--- config.mk ---
export PLATFORM = sky130hd
export DESIGN_NAME = ghost_cell_boundary_fill_core_flat
export DESIGN_NICKNAME = d
export VERILOG_FILES = /design/src/gcbf_pkg.sv /design/src/gcbf_if.sv /design/src/gcbf_cfg_regs.sv /design/src/gcbf_decode.sv /design/src/gcbf_mult.sv /design/src/gcbf_finish.sv /design/src/ghost_cell_boundary_fill_core.sv /design/src/flat_wrapper.sv
export SDC_FILE = /design/constraint.sdc
export NUM_CORES = 2
export LEC_CHECK = 0
export BUFFER_PORTS_ARGS = -buffer_cell sky130_fd_sc_hd__buf_2
export CAP_MARGIN = 20
export CORE_UTILIZATION = 60
export CTS_CLUSTER_DIAMETER = 150
export DETAILED_ROUTE_END_ITERATION = 6
export GPL_TIMING_DRIVEN = 0
export PLACE_DENSITY = 0.82
export SLEW_MARGIN = 20
export SYNTH_ARGS = -nofsm -noshare
export SYNTH_HDL_FRONTEND = slang
export SYNTH_SLANG_ARGS = --single-unit
--- constraint.sdc ---
create_clock -name clk_i -period 15.82 [get_ports clk_i]
set_clock_uncertainty 0.15 [all_clocks]
set_input_delay 3.164 -clock clk_i [delete_from_list [all_inputs] [get_ports clk_i]]
set_output_delay 3.164 -clock clk_i [all_outputs]
set_load 0.02 [all_outputs]
--- src/gcbf_pkg.sv ---
// ============================================================================
// gcbf_pkg: ghost cell boundary fill shared definitions
// Widths, boundary kind codes, register indexes and stage payload types.
// ============================================================================
package gcbf_pkg;

  localparam int unsigned ValW     = 32;
  localparam int unsigned KindW    = 3;
  localparam int unsigned FieldW   = 2;
  localparam int unsigned RatioW   = 20;
  localparam int unsigned CfgIdxW  = 3;
  localparam int unsigned CfgDataW = 20;
  localparam int unsigned FracW    = 16;
  localparam int unsigned MulW     = ValW + 1;
  localparam int unsigned ProdW    = MulW + RatioW + 1;
  localparam int unsigned LinW     = ValW + 3;
  localparam int unsigned SumW     = ValW + 6;

  localparam logic [RatioW-1:0]     RatioOne  = RatioW'(1) << FracW;
  localparam logic signed [ProdW-1:0] RoundHalf = ProdW'(1) << (FracW - 1);
  localparam logic signed [ValW-1:0]  ValMax    = {1'b0, {(ValW-1){1'b1}}};
  localparam logic signed [ValW-1:0]  ValMin    = {1'b1, {(ValW-1){1'b0}}};

  localparam logic [FieldW-1:0] FIELD_DENSITY = 2'd0;
  localparam logic              EDGE_OUTER    = 1'b1;

  typedef enum logic [KindW-1:0] {
    KIND_ZERO_GRAD  = 3'd0,
    KIND_PARABOLIC  = 3'd1,
    KIND_FIXED_FLUX = 3'd2,
    KIND_ABSORB     = 3'd3,
    KIND_REFLECT    = 3'd4,
    KIND_LINEAR     = 3'd5,
    KIND_LOG_GRID   = 3'd6
  } bc_kind_e;

  typedef enum logic [CfgIdxW-1:0] {
    REG_INNER_BC      = 3'd0,
    REG_OUTER_BC      = 3'd1,
    REG_INNER_FLUX    = 3'd2,
    REG_INNER_SPACING = 3'd3,
    REG_OUTER_SPACING = 3'd4
  } cfg_reg_e;

  typedef struct packed {
    logic [KindW-1:0]  inner_bc_type;
    logic [KindW-1:0]  outer_bc_type;
    logic [RatioW-1:0] inner_flux_factor;
    logic [RatioW-1:0] inner_spacing_ratio;
    logic [RatioW-1:0] outer_spacing_ratio;
  } cfg_t;

  typedef struct packed {
    bc_kind_e                 kind;
    logic                     use_mul;
    logic signed [MulW-1:0]   mul_a;
    logic [RatioW-1:0]        factor;
    logic signed [ValW-1:0]   addend;
    logic signed [LinW-1:0]   g_lin;
  } stage1_t;

  typedef struct packed {
    bc_kind_e                 kind;
    logic                     use_mul;
    logic signed [ProdW-1:0]  prod;
    logic signed [ValW-1:0]   addend;
    logic signed [LinW-1:0]   g_lin;
  } stage2_t;

endpackage

--- src/gcbf_if.sv ---
// ============================================================================
// gcbf_if: ghost cell boundary fill channel interfaces
// Item, result and configuration write channels with valid/ready.
// ============================================================================
interface gcbf_item_if;
  import gcbf_pkg::*;

  logic                     valid;
  logic                     ready;
  logic                     edge_side;
  logic [FieldW-1:0]        field_kind;
  logic signed [ValW-1:0]   v_near;
  logic signed [ValW-1:0]   v_mid;
  logic signed [ValW-1:0]   v_far;

  modport source (output valid, edge_side, field_kind, v_near, v_mid, v_far, input ready);
  modport sink   (input valid, edge_side, field_kind, v_near, v_mid, v_far, output ready);
endinterface

interface gcbf_result_if;
  import gcbf_pkg::*;

  logic                     valid;
  logic                     ready;
  logic signed [ValW-1:0]   ghost_value;
  logic [KindW-1:0]         applied_kind;
  logic                     clipped;

  modport source (output valid, ghost_value, applied_kind, clipped, input ready);
  modport sink   (input valid, ghost_value, applied_kind, clipped, output ready);
endinterface

interface gcbf_cfg_if;
  import gcbf_pkg::*;

  logic                  valid;
  logic                  ready;
  logic [CfgIdxW-1:0]    index;
  logic [CfgDataW-1:0]   data;

  modport source (output valid, index, data, input ready);
  modport sink   (input valid, index, data, output ready);
endinterface

--- src/gcbf_cfg_regs.sv ---
// ============================================================================
// gcbf_cfg_regs: configuration register file
// Boundary kinds and Q4.16 ratios, written by index.
// ============================================================================
module gcbf_cfg_regs (
  input  logic                         clk_i,
  input  logic                         rst_ni,
  input  logic                         wr_en_i,
  input  logic [gcbf_pkg::CfgIdxW-1:0]  wr_index_i,
  input  logic [gcbf_pkg::CfgDataW-1:0] wr_data_i,
  output gcbf_pkg::cfg_t               cfg_o
);
  import gcbf_pkg::*;

  cfg_t cfg_q, cfg_d;

  always_comb begin
    cfg_d = cfg_q;
    if (wr_en_i) begin
      unique case (wr_index_i)
        REG_INNER_BC:      cfg_d.inner_bc_type       = wr_data_i[KindW-1:0];
        REG_OUTER_BC:      cfg_d.outer_bc_type       = wr_data_i[KindW-1:0];
        REG_INNER_FLUX:    cfg_d.inner_flux_factor   = wr_data_i[RatioW-1:0];
        REG_INNER_SPACING: cfg_d.inner_spacing_ratio = wr_data_i[RatioW-1:0];
        REG_OUTER_SPACING: cfg_d.outer_spacing_ratio = wr_data_i[RatioW-1:0];
        default: ;
      endcase
    end
  end

  always_ff @(posedge clk_i or negedge rst_ni) begin
    if (!rst_ni) begin
      cfg_q.inner_bc_type       <= KIND_ZERO_GRAD;
      cfg_q.outer_bc_type       <= KIND_ZERO_GRAD;
      cfg_q.inner_flux_factor   <= RatioOne;
      cfg_q.inner_spacing_ratio <= RatioOne;
      cfg_q.outer_spacing_ratio <= RatioOne;
    end else begin
      cfg_q <= cfg_d;
    end
  end

  assign cfg_o = cfg_q;

endmodule

--- src/gcbf_decode.sv ---
// ============================================================================
// gcbf_decode: pipeline stage 1
// Correct the boundary kind, form direct results and multiplier operands.
// ============================================================================
module gcbf_decode (
  input  logic                              clk_i,
  input  logic                              rst_ni,
  input  logic                              en_i,
  input  logic                              valid_i,
  input  logic                              edge_side_i,
  input  logic [gcbf_pkg::FieldW-1:0]       field_kind_i,
  input  logic signed [gcbf_pkg::ValW-1:0]  v_near_i,
  input  logic signed [gcbf_pkg::ValW-1:0]  v_mid_i,
  input  logic signed [gcbf_pkg::ValW-1:0]  v_far_i,
  input  gcbf_pkg::cfg_t                    cfg_i,
  output logic                              valid_o,
  output gcbf_pkg::stage1_t                 s1_o
);
  import gcbf_pkg::*;

  logic [KindW-1:0]        raw_kind;
  bc_kind_e                base_kind;
  bc_kind_e                kind;
  logic signed [LinW-1:0]  n_l, m_l, f_l;
  logic signed [MulW-1:0]  n_m, m_m;
  stage1_t                 s1_d, s1_q;
  logic                    valid_q;

  always_comb begin
    raw_kind = (edge_side_i == EDGE_OUTER) ? cfg_i.outer_bc_type : cfg_i.inner_bc_type;
    unique case (raw_kind)
      KIND_ZERO_GRAD:  base_kind = KIND_ZERO_GRAD;
      KIND_PARABOLIC:  base_kind = KIND_PARABOLIC;
      KIND_FIXED_FLUX: base_kind = KIND_FIXED_FLUX;
      KIND_ABSORB:     base_kind = KIND_ABSORB;
      KIND_REFLECT:    base_kind = KIND_REFLECT;
      KIND_LINEAR:     base_kind = KIND_LINEAR;
      KIND_LOG_GRID:   base_kind = KIND_LOG_GRID;
      default:         base_kind = KIND_ZERO_GRAD;
    endcase
    kind = base_kind;
    if (field_kind_i != FIELD_DENSITY) begin
      if (base_kind == KIND_ABSORB) begin
        kind = KIND_ZERO_GRAD;
      end else if (base_kind == KIND_FIXED_FLUX) begin
        kind = KIND_PARABOLIC;
      end
    end
  end

  assign n_l = LinW'(v_near_i);
  assign m_l = LinW'(v_mid_i);
  assign f_l = LinW'(v_far_i);
  assign n_m = MulW'(v_near_i);
  assign m_m = MulW'(v_mid_i);

  always_comb begin
    s1_d.kind    = kind;
    s1_d.use_mul = 1'b0;
    s1_d.mul_a   = '0;
    s1_d.factor  = '0;
    s1_d.addend  = v_near_i;
    s1_d.g_lin   = n_l;
    case (kind)
      KIND_PARABOLIC: s1_d.g_lin = n_l + (n_l <<< 1) - m_l - (m_l <<< 1) + f_l;
      KIND_FIXED_FLUX: begin
        if (edge_side_i != EDGE_OUTER) begin
          s1_d.use_mul = 1'b1;
          s1_d.mul_a   = n_m;
          s1_d.factor  = cfg_i.inner_flux_factor;
          s1_d.addend  = '0;
        end
      end
      KIND_ABSORB:  s1_d.g_lin = '0;
      KIND_REFLECT: s1_d.g_lin = m_l;
      KIND_LINEAR:  s1_d.g_lin = (n_l <<< 1) - m_l;
      KIND_LOG_GRID: begin
        s1_d.use_mul = 1'b1;
        s1_d.mul_a   = n_m - m_m;
        s1_d.factor  = (edge_side_i == EDGE_OUTER) ? cfg_i.outer_spacing_ratio
                                                   : cfg_i.inner_spacing_ratio;
      end
      default: ;
    endcase
  end

  always_ff @(posedge clk_i or negedge rst_ni) begin
    if (!rst_ni) begin
      valid_q <= 1'b0;
    end else if (en_i) begin
      valid_q <= valid_i;
    end
  end

  always_ff @(posedge clk_i) begin
    if (en_i) begin
      s1_q <= s1_d;
    end
  end

  assign valid_o = valid_q;
  assign s1_o    = s1_q;

endmodule

--- src/gcbf_mult.sv ---
// ============================================================================
// gcbf_mult: pipeline stage 2
// Multiply the operand by the unsigned Q4.16 ratio.
// ============================================================================
module gcbf_mult (
  input  logic               clk_i,
  input  logic               rst_ni,
  input  logic               en_i,
  input  logic               valid_i,
  input  gcbf_pkg::stage1_t  s1_i,
  output logic               valid_o,
  output gcbf_pkg::stage2_t  s2_o
);
  import gcbf_pkg::*;

  logic signed [RatioW:0] factor_s;
  stage2_t                s2_d, s2_q;
  logic                   valid_q;

  assign factor_s = signed'({1'b0, s1_i.factor});

  always_comb begin
    s2_d.kind    = s1_i.kind;
    s2_d.use_mul = s1_i.use_mul;
    s2_d.prod    = ProdW'(s1_i.mul_a) * ProdW'(factor_s);
    s2_d.addend  = s1_i.addend;
    s2_d.g_lin   = s1_i.g_lin;
  end

  always_ff @(posedge clk_i or negedge rst_ni) begin
    if (!rst_ni) begin
      valid_q <= 1'b0;
    end else if (en_i) begin
      valid_q <= valid_i;
    end
  end

  always_ff @(posedge clk_i) begin
    if (en_i) begin
      s2_q <= s2_d;
    end
  end

  assign valid_o = valid_q;
  assign s2_o    = s2_q;

endmodule

--- src/gcbf_finish.sv ---
// ============================================================================
// gcbf_finish: pipeline stage 3 and output register
// Round the product, add, saturate to Q16.16 and flag clipping.
// ============================================================================
module gcbf_finish (
  input  logic                              clk_i,
  input  logic                              rst_ni,
  input  logic                              en_i,
  input  logic                              valid_i,
  input  gcbf_pkg::stage2_t                 s2_i,
  output logic                              valid_o,
  output logic signed [gcbf_pkg::ValW-1:0]  ghost_value_o,
  output logic [gcbf_pkg::KindW-1:0]        applied_kind_o,
  output logic                              clipped_o
);
  import gcbf_pkg::*;

  logic signed [ProdW-1:0] rounded;
  logic signed [SumW-1:0]  mul_res;
  logic signed [SumW-1:0]  g_full;
  logic [SumW-ValW:0]      g_top;
  logic                    clip_d;
  logic signed [ValW-1:0]  value_d;
  logic                    valid_q;
  logic signed [ValW-1:0]  value_q;
  logic [KindW-1:0]        kind_q;
  logic                    clip_q;

  always_comb begin
    rounded = (s2_i.prod + RoundHalf) >>> FracW;
    mul_res = SumW'(rounded);
    g_full  = s2_i.use_mul ? (SumW'(s2_i.addend) + mul_res) : SumW'(s2_i.g_lin);
    g_top   = g_full[SumW-1:ValW-1];
    clip_d  = !((&g_top) || (~|g_top));
    if (clip_d) begin
      value_d = g_full[SumW-1] ? ValMin : ValMax;
    end else begin
      value_d = g_full[ValW-1:0];
    end
  end

  always_ff @(posedge clk_i or negedge rst_ni) begin
    if (!rst_ni) begin
      valid_q <= 1'b0;
    end else if (en_i) begin
      valid_q <= valid_i;
    end
  end

  always_ff @(posedge clk_i) begin
    if (en_i) begin
      value_q <= value_d;
      kind_q  <= s2_i.kind;
      clip_q  <= clip_d;
    end
  end

  assign valid_o        = valid_q;
  assign ghost_value_o  = value_q;
  assign applied_kind_o = kind_q;
  assign clipped_o      = clip_q;

endmodule

--- src/ghost_cell_boundary_fill_core.sv ---
// ============================================================================
// ghost_cell_boundary_fill_core: ghost cell value for one 1D grid edge
// Corrects the boundary kind for the field and extrapolates in Q16.16.
//
//   channel   dir  handshake      payload
//   in_ch_i   in   valid/ready    edge_side, field_kind, v_near, v_mid, v_far
//   out_ch_o  out  valid/ready    ghost_value, applied_kind, clipped
//   cfg_i     in   valid/ready    index, data (always ready)
//
// One item per cycle while the output is not stalled; stages: decode, multiply, round/saturate.
// The multiply stage, 33 x 21 bits, sets the cycle time.
// Reset clears valid bits and loads the register defaults.
// A stalled output freezes all three stages together; ready follows it.
// ============================================================================
module ghost_cell_boundary_fill_core (
  input  logic          clk_i,
  input  logic          rst_ni,
  gcbf_item_if.sink     in_ch_i,
  gcbf_result_if.source out_ch_o,
  gcbf_cfg_if.sink      cfg_i
);
  import gcbf_pkg::*;

  cfg_t     cfg;
  logic     en;
  logic     in_acc;
  logic     s1_valid, s2_valid;
  stage1_t  s1;
  stage2_t  s2;

  assign en             = !out_ch_o.valid || out_ch_o.ready;
  assign in_ch_i.ready  = en;
  assign in_acc         = in_ch_i.valid && en;
  assign cfg_i.ready    = 1'b1;

  gcbf_cfg_regs u_cfg (
    .clk_i      (clk_i),
    .rst_ni     (rst_ni),
    .wr_en_i    (cfg_i.valid),
    .wr_index_i (cfg_i.index),
    .wr_data_i  (cfg_i.data),
    .cfg_o      (cfg)
  );

  gcbf_decode u_decode (
    .clk_i        (clk_i),
    .rst_ni       (rst_ni),
    .en_i         (en),
    .valid_i      (in_ch_i.valid),
    .edge_side_i  (in_ch_i.edge_side),
    .field_kind_i (in_ch_i.field_kind),
    .v_near_i     (in_ch_i.v_near),
    .v_mid_i      (in_ch_i.v_mid),
    .v_far_i      (in_ch_i.v_far),
    .cfg_i        (cfg),
    .valid_o      (s1_valid),
    .s1_o         (s1)
  );

  gcbf_mult u_mult (
    .clk_i   (clk_i),
    .rst_ni  (rst_ni),
    .en_i    (en),
    .valid_i (s1_valid),
    .s1_i    (s1),
    .valid_o (s2_valid),
    .s2_o    (s2)
  );

  gcbf_finish u_finish (
    .clk_i          (clk_i),
    .rst_ni         (rst_ni),
    .en_i           (en),
    .valid_i        (s2_valid),
    .s2_i           (s2),
    .valid_o        (out_ch_o.valid),
    .ghost_value_o  (out_ch_o.ghost_value),
    .applied_kind_o (out_ch_o.applied_kind),
    .clipped_o      (out_ch_o.clipped)
  );

  a_clip_value : assert property (@(posedge clk_i) disable iff (!rst_ni)
    out_ch_o.valid && out_ch_o.clipped |->
      (out_ch_o.ghost_value == ValMax || out_ch_o.ghost_value == ValMin))
    else $error("clipped result not at a range limit");

  a_field_fix : assert property (@(posedge clk_i) disable iff (!rst_ni)
    in_acc && (in_ch_i.field_kind != FIELD_DENSITY) |=>
      (s1.kind != KIND_FIXED_FLUX && s1.kind != KIND_ABSORB))
    else $error("density-only kind kept for non-density field");

  a_log_mul : assert property (@(posedge clk_i) disable iff (!rst_ni)
    s1_valid && (s1.kind == KIND_LOG_GRID) |-> s1.use_mul)
    else $error("log-grid transaction bypassed the multiplier");

  a_advance : assert property (@(posedge clk_i) disable iff (!rst_ni)
    en && s2_valid |=> out_ch_o.valid)
    else $error("transaction lost between multiply and output");

endmodule

--- src/flat_wrapper.sv ---
// flat-port wrapper written by rule: the top's interface ports become plain ports
module ghost_cell_boundary_fill_core_flat import gcbf_pkg::*;
  (clk_i, rst_ni, in_ch_i_valid, in_ch_i_edge_side, in_ch_i_field_kind, in_ch_i_v_near, in_ch_i_v_mid, in_ch_i_v_far, in_ch_i_ready, out_ch_o_valid, out_ch_o_ghost_value, out_ch_o_applied_kind, out_ch_o_clipped, out_ch_o_ready, cfg_i_valid, cfg_i_index, cfg_i_data, cfg_i_ready);
  gcbf_item_if in_ch_i_i ();
  gcbf_result_if out_ch_o_i ();
  gcbf_cfg_if cfg_i_i ();
  input  logic clk_i;
  input  logic rst_ni;
  input wire logic [$bits(in_ch_i_i.valid)-1:0] in_ch_i_valid;
  input wire logic [$bits(in_ch_i_i.edge_side)-1:0] in_ch_i_edge_side;
  input wire logic [$bits(in_ch_i_i.field_kind)-1:0] in_ch_i_field_kind;
  input wire logic [$bits(in_ch_i_i.v_near)-1:0] in_ch_i_v_near;
  input wire logic [$bits(in_ch_i_i.v_mid)-1:0] in_ch_i_v_mid;
  input wire logic [$bits(in_ch_i_i.v_far)-1:0] in_ch_i_v_far;
  output wire logic [$bits(in_ch_i_i.ready)-1:0] in_ch_i_ready;
  output wire logic [$bits(out_ch_o_i.valid)-1:0] out_ch_o_valid;
  output wire logic [$bits(out_ch_o_i.ghost_value)-1:0] out_ch_o_ghost_value;
  output wire logic [$bits(out_ch_o_i.applied_kind)-1:0] out_ch_o_applied_kind;
  output wire logic [$bits(out_ch_o_i.clipped)-1:0] out_ch_o_clipped;
  input wire logic [$bits(out_ch_o_i.ready)-1:0] out_ch_o_ready;
  input wire logic [$bits(cfg_i_i.valid)-1:0] cfg_i_valid;
  input wire logic [$bits(cfg_i_i.index)-1:0] cfg_i_index;
  input wire logic [$bits(cfg_i_i.data)-1:0] cfg_i_data;
  output wire logic [$bits(cfg_i_i.ready)-1:0] cfg_i_ready;
  assign in_ch_i_i.valid = in_ch_i_valid;
  assign in_ch_i_i.edge_side = in_ch_i_edge_side;
  assign in_ch_i_i.field_kind = in_ch_i_field_kind;
  assign in_ch_i_i.v_near = in_ch_i_v_near;
  assign in_ch_i_i.v_mid = in_ch_i_v_mid;
  assign in_ch_i_i.v_far = in_ch_i_v_far;
  assign in_ch_i_ready = in_ch_i_i.ready;
  assign out_ch_o_valid = out_ch_o_i.valid;
  assign out_ch_o_ghost_value = out_ch_o_i.ghost_value;
  assign out_ch_o_applied_kind = out_ch_o_i.applied_kind;
  assign out_ch_o_clipped = out_ch_o_i.clipped;
  assign out_ch_o_i.ready = out_ch_o_ready;
  assign cfg_i_i.valid = cfg_i_valid;
  assign cfg_i_i.index = cfg_i_index;
  assign cfg_i_i.data = cfg_i_data;
  assign cfg_i_ready = cfg_i_i.ready;
  ghost_cell_boundary_fill_core u_core (.clk_i(clk_i), .rst_ni(rst_ni), .in_ch_i(in_ch_i_i), .out_ch_o(out_ch_o_i), .cfg_i(cfg_i_i));
endmodule
==> load_flow_metrics.sql <==
INSERT INTO impl_metrics (metric_group, metric, value, unit) VALUES
('routing', 'route.detailed.wl_per_inst', '21.2', 'um'),
('worst_setup_path', 'worst-endpoint-arrival', '9.40', 'ns'),
('global_routing', 'grt_max_degree', '61', ''),
('die', 'core-area', '74400', 'um^2'),
('final_layout', 'drive_above_1_share', '7.27', '%'),
('clock_network', 'cts-buffers-inserted', '37', ''),
('status', 'status', 'completed', ''),
('clock_network', 'htreeDepth', '2', ''),
('die', 'floorplan.io_pins', '166', ''),
('placed_design', 'gpl.final_weighted_congestion', '0.999', ''),
('clock_network', 'cts_tree', 'built', ''),
('worst_setup_path', 'timing.reg2reg.setup_slack', '6.56', 'ns'),
('clock_network', 'cts_hold_buf', '0', ''),
('final_layout', 'final_core_area_utilization', '65.2', '%'),
('final_layout', 'design.final.nets', '5761', ''),
('timing', 'timing.final.crit_period', '9.26', 'ns'),
('die', 'row_count', '100', ''),
('worst_setup_path', 'worst_r2r_path_depth', '26', ''),
('worst_setup_path', 'critical_path_required', '15.96', 'ns'),
('timing', 'setup_viol', '0', ''),
('worst_setup_path', 'setup.worst_path.class', 'flip-flop to flip-flop', ''),
('logic_synthesis', 'syn_avg_cell_area', '10.2', 'um^2'),
('hold_path', 'worst_hold_path_class', 'flip-flop to flip-flop', ''),
('placed_design', 'io_buffer_count', '163', ''),
('die', 'fp.dieH', '276', 'um'),
('routing', 'finalWirelength', '119000', 'um'),
('timing', 'rsz0062_at_grt', 'false', ''),
('logic_synthesis', 'yosysWarnings', '0', ''),
('global_routing', 'grt_overflow', '0', ''),
('die', 'floorplan.initialDensity', '60.6', '%'),
('die', 'die-area', '76300', 'um^2'),
('logic_synthesis', 'post-synth-top-area-fraction', '33.3', '%'),
('worst_setup_path', 'critical_path.reg2reg.endpoint', 'u_core.u_mult.s2_o[120]', ''),
('logic_synthesis', 'netlist.top_cell.by_area', 'sky130_fd_sc_hd__fa_1', ''),
('worst_setup_path', 'crit_path_end', 'u_core.u_mult.s2_o[120]', ''),
('clock_network', 'clock_tree_root_driver_cell', 'sky130_fd_sc_hd__clkbuf_16', ''),
('logic_synthesis', 'synth-async-reset-ratio', '20.4', '%'),
('final_layout', 'fillerInstances', '5666', ''),
('routing', 'route.detailed.drc', '0', ''),
('logic_synthesis', 'most_repeated_cell_in_the_gate_level_netlist_after_synthesis', 'sky130_fd_sc_hd__fa_1', ''),
('routing', 'drt_pre_antenna_iters', '7', ''),
('clock_network', 'post-cts-setup-buffers', '0', ''),
('clock_network', 'worst_skew_pair.late_latency', '0.57', 'ns'),
('timing', 'finalCritPeriodShare', '58.5', '%'),
('job', 'max_cap_violations', '0', ''),
('worst_setup_path', 'crit_start', 'u_core.u_decode.s1_o[79]', ''),
('logic_synthesis', 'yosysUniqueCellTypes', '86', ''),
('worst_setup_path', 'timing.critical_path.to_type', 'flip-flop', ''),
('clock_network', 'clock_tree.buffer_depth', '3', ''),
('timing', 'worst-slew-pin-transition', '1.20', 'ns'),
('routing', 'final_antenna_net_count', '0', ''),
('routing', 'drtIter0Drc', '3213', ''),
('global_routing', 'grt_pass1_vias', '34780', ''),
('logic_synthesis', 'synth_edf_count', '270', ''),
('logic_synthesis', 'ys_seq_elements', '339', ''),
('logic_synthesis', 'synth-seq-area-share', '21.8', '%'),
('timing', 'hold_viol', '0', ''),
('die', 'fp.dieW', '276', 'um'),
('global_routing', 'wire_length_of_the_first_global_routing_pass', '188000', 'um'),
('logic_synthesis', 'ys_dominant_reg_cell', 'sky130_fd_sc_hd__edfxtp_1', ''),
('clock_network', 'cts_resized', '0', ''),
('logic_synthesis', 'synth_top_cells_by_area', 'sky130_fd_sc_hd__fa_1 (33%), sky130_fd_sc_hd__edfxtp_1 (18%), sky130_fd_sc_hd__ha_1 (7.6%)', ''),
('logic_synthesis', 'post_synth_design_cell_area', '45100', 'um^2'),
('placed_design', 'place.detailed.hpwl', '98300', 'um'),
('global_routing', 'initial_antenna_violation_count', '4', ''),
('timing', 'achievable-frequency', '0.108', 'GHz'),
('clock_network', 'path_clk_slew', '0.07', 'ns'),
('worst_setup_path', 'worstSetupStartpointType', 'flip-flop', ''),
('logic_synthesis', 'synthesis.nets', '5553', ''),
('worst_setup_path', 'critical_path_peak_fanout', '10', ''),
('timing', 'worst_slew_margin_rel', '20.0', '%'),
('timing', 'maxSlewViolCount', '0', ''),
('global_routing', 'grt_util_all_layers', '32.0', '%'),
('routing', 'vias', '33264', ''),
('logic_synthesis', 'mapped_cells', '4402', ''),
('final_layout', 'syn2layout_area_growth', '7.51', '%'),
('worst_setup_path', 'r2r_start', 'u_core.u_decode.s1_o[79]', ''),
('logic_synthesis', 'ys_top_cells_by_count', 'sky130_fd_sc_hd__fa_1 (750), sky130_fd_sc_hd__inv_1 (710), sky130_fd_sc_hd__and2_1 (483), sky130_fd_sc_hd__nand2_1 (346), sky130_fd_sc_hd__ha_1 (274)', ''),
('clock_network', 'cts.sink_count', '339', ''),
('routing', 'avgViaCountPerCell', '5.93', '');
[metal layers]
| layer | track usage, % | wire length [um] | vias up |
|---|---|---|---|
| met5 | 0 | 68 | - |
| met4 | 15.6 | 6450 | 10 |
| met3 | 6.30 | 11000 | 383 |
| met2 | 53.0 | 57100 | 1578 |
| met1 | 40.5 | 44500 | 16654 |
| li1 | - | - | 14639 |
[final cells by class]
cell class	instances	area (um^2)	area share, %
diodes	1	2.50	0.00516
plain buffers	186	749	1.55
clock buffers	53	1070	2.21
clock inverters	14	130	0.268
inverters	710	2670	5.49
multi-input cells	3167	31900	65.7
flip-flops and latches	339	9840	20.3
well taps	969	1210	2.50
repair buffers	169	953	1.97
[flip-flops by register name, indices dropped and copies added, names as in the netlist, 3 cells and up]
register and flops:
u_core.u_cfg.cfg_o 66, u_core.u_decode.s1_o 124, u_core.u_finish.applied_kind_o 3, u_core.u_finish.ghost_value_o 32
u_core.u_mult.s2_o 110
[worst min path at each step]
stage	from	end	slack, ns	cells past startpoint
after floorplan	u_core.u_mult.s2_o[122]	u_core.u_finish.applied_kind_o[0]	0.25	0
after detailed placement	u_core.u_decode.s1_o[27]	u_core.u_mult.s2_o[27]	0.25	0
after global routing	u_core.u_decode.s1_o[55]	u_core.u_mult.s2_o[55]	0.28	0
final	u_core.u_decode.s1_o[53]	u_core.u_mult.s2_o[53]	0.26	0
after CTS	u_core.u_decode.s1_o[53]	u_core.u_mult.s2_o[53]	0.26	0
after global placement	u_core.u_decode.s1_o[6]	u_core.u_mult.s2_o[6]	0.25	0
[through the flow]
step | hold slack [ns] | std cells | cell area, um^2 | setup TNS [ns] | worst slack (ns)
final | 0.261 | 5608 | 48500 | 0 | 6.56
after global routing | 0.275 | 5607 | 48500 | 0 | 6.30
after CTS | 0.265 | 5607 | 48500 | 0 | 6.70
after detailed placement | 0.255 | 5540 | 47300 | 0 | 6.72
after global placement | 0.251 | 5534 | 47100 | -0.716 | -0.716
after floorplan | 0.250 | 4402 | 45100 | 0 | 2.68
[critical path, cell delays in order, from the launching register on]
cell and delay (ns):
sky130_fd_sc_hd__edfxtp_1 0.77, sky130_fd_sc_hd__clkbuf_1 0.64, sky130_fd_sc_hd__nand2_1 0.17, sky130_fd_sc_hd__fa_1 0.57
sky130_fd_sc_hd__inv_1 0.05, sky130_fd_sc_hd__fa_1 0.51, sky130_fd_sc_hd__inv_1 0.06, sky130_fd_sc_hd__fa_1 0.55
sky130_fd_sc_hd__inv_1 0.05, sky130_fd_sc_hd__fa_1 0.56, sky130_fd_sc_hd__fa_1 0.46, sky130_fd_sc_hd__fa_1 0.54
sky130_fd_sc_hd__inv_1 0.05, sky130_fd_sc_hd__fa_1 0.53, sky130_fd_sc_hd__inv_1 0.05, sky130_fd_sc_hd__ha_1 0.36
sky130_fd_sc_hd__nand2_1 0.07, sky130_fd_sc_hd__o211ai_1 0.43, sky130_fd_sc_hd__a311oi_1 0.10, sky130_fd_sc_hd__o21ai_0 0.35
sky130_fd_sc_hd__nand3_1 0.39, sky130_fd_sc_hd__a21o_1 0.29, sky130_fd_sc_hd__a21oi_1 0.31, sky130_fd_sc_hd__a31oi_1 0.28
sky130_fd_sc_hd__o21bai_1 0.38, sky130_fd_sc_hd__a31o_2 0.22, sky130_fd_sc_hd__xnor2_1 0.08
[cell families (layout without fill, tap and decap cells)]
logic type,Yosys count,count (layout),synth area share (%)
AND/OR/NAND/NOR,1194,1194,13.9
buffers and inverters,896,1132,7.57
flip-flops,339,339,21.8
other,1,2,0.00831
multiplexers,135,135,3.19
XOR/XNOR,183,183,3.55
AO/OA/AOI/OAI,630,630,9.10
adder cells (fa/ha/maj),1024,1024,40.9
[layout by cell type (no fill, tap or decap), types with 14 or more instances in the layout]
cell type,count
sky130_fd_sc_hd__o21bai_1,25
sky130_fd_sc_hd__clkbuf_1,181
sky130_fd_sc_hd__o211ai_1,14
sky130_fd_sc_hd__nand4_1,26
sky130_fd_sc_hd__xor2_1,64
sky130_fd_sc_hd__and2_1,483
sky130_fd_sc_hd__a21oi_1,153
sky130_fd_sc_hd__fa_1,749
sky130_fd_sc_hd__ha_1,274
sky130_fd_sc_hd__mux2i_1,63
sky130_fd_sc_hd__a222oi_1,15
sky130_fd_sc_hd__nor2_1,124
sky130_fd_sc_hd__and3_1,16
sky130_fd_sc_hd__o21ai_0,169
sky130_fd_sc_hd__a31oi_1,24
sky130_fd_sc_hd__dfrtp_1,66
sky130_fd_sc_hd__edfxtp_1,270
sky130_fd_sc_hd__xnor2_1,119
sky130_fd_sc_hd__a211oi_1,17
sky130_fd_sc_hd__mux2_2,71
sky130_fd_sc_hd__buf_2,165
sky130_fd_sc_hd__nand2b_1,22
sky130_fd_sc_hd__nand2_1,346
sky130_fd_sc_hd__clkbuf_16,39
sky130_fd_sc_hd__o21a_1,19
sky130_fd_sc_hd__nor2b_1,56
sky130_fd_sc_hd__inv_1,710
sky130_fd_sc_hd__nor3_1,27
sky130_fd_sc_hd__a21o_1,86
sky130_fd_sc_hd__nand3_1,47
Power is not shown: default switching activity piles up to over one toggle a cycle in this logic, so the estimate is an artifact.
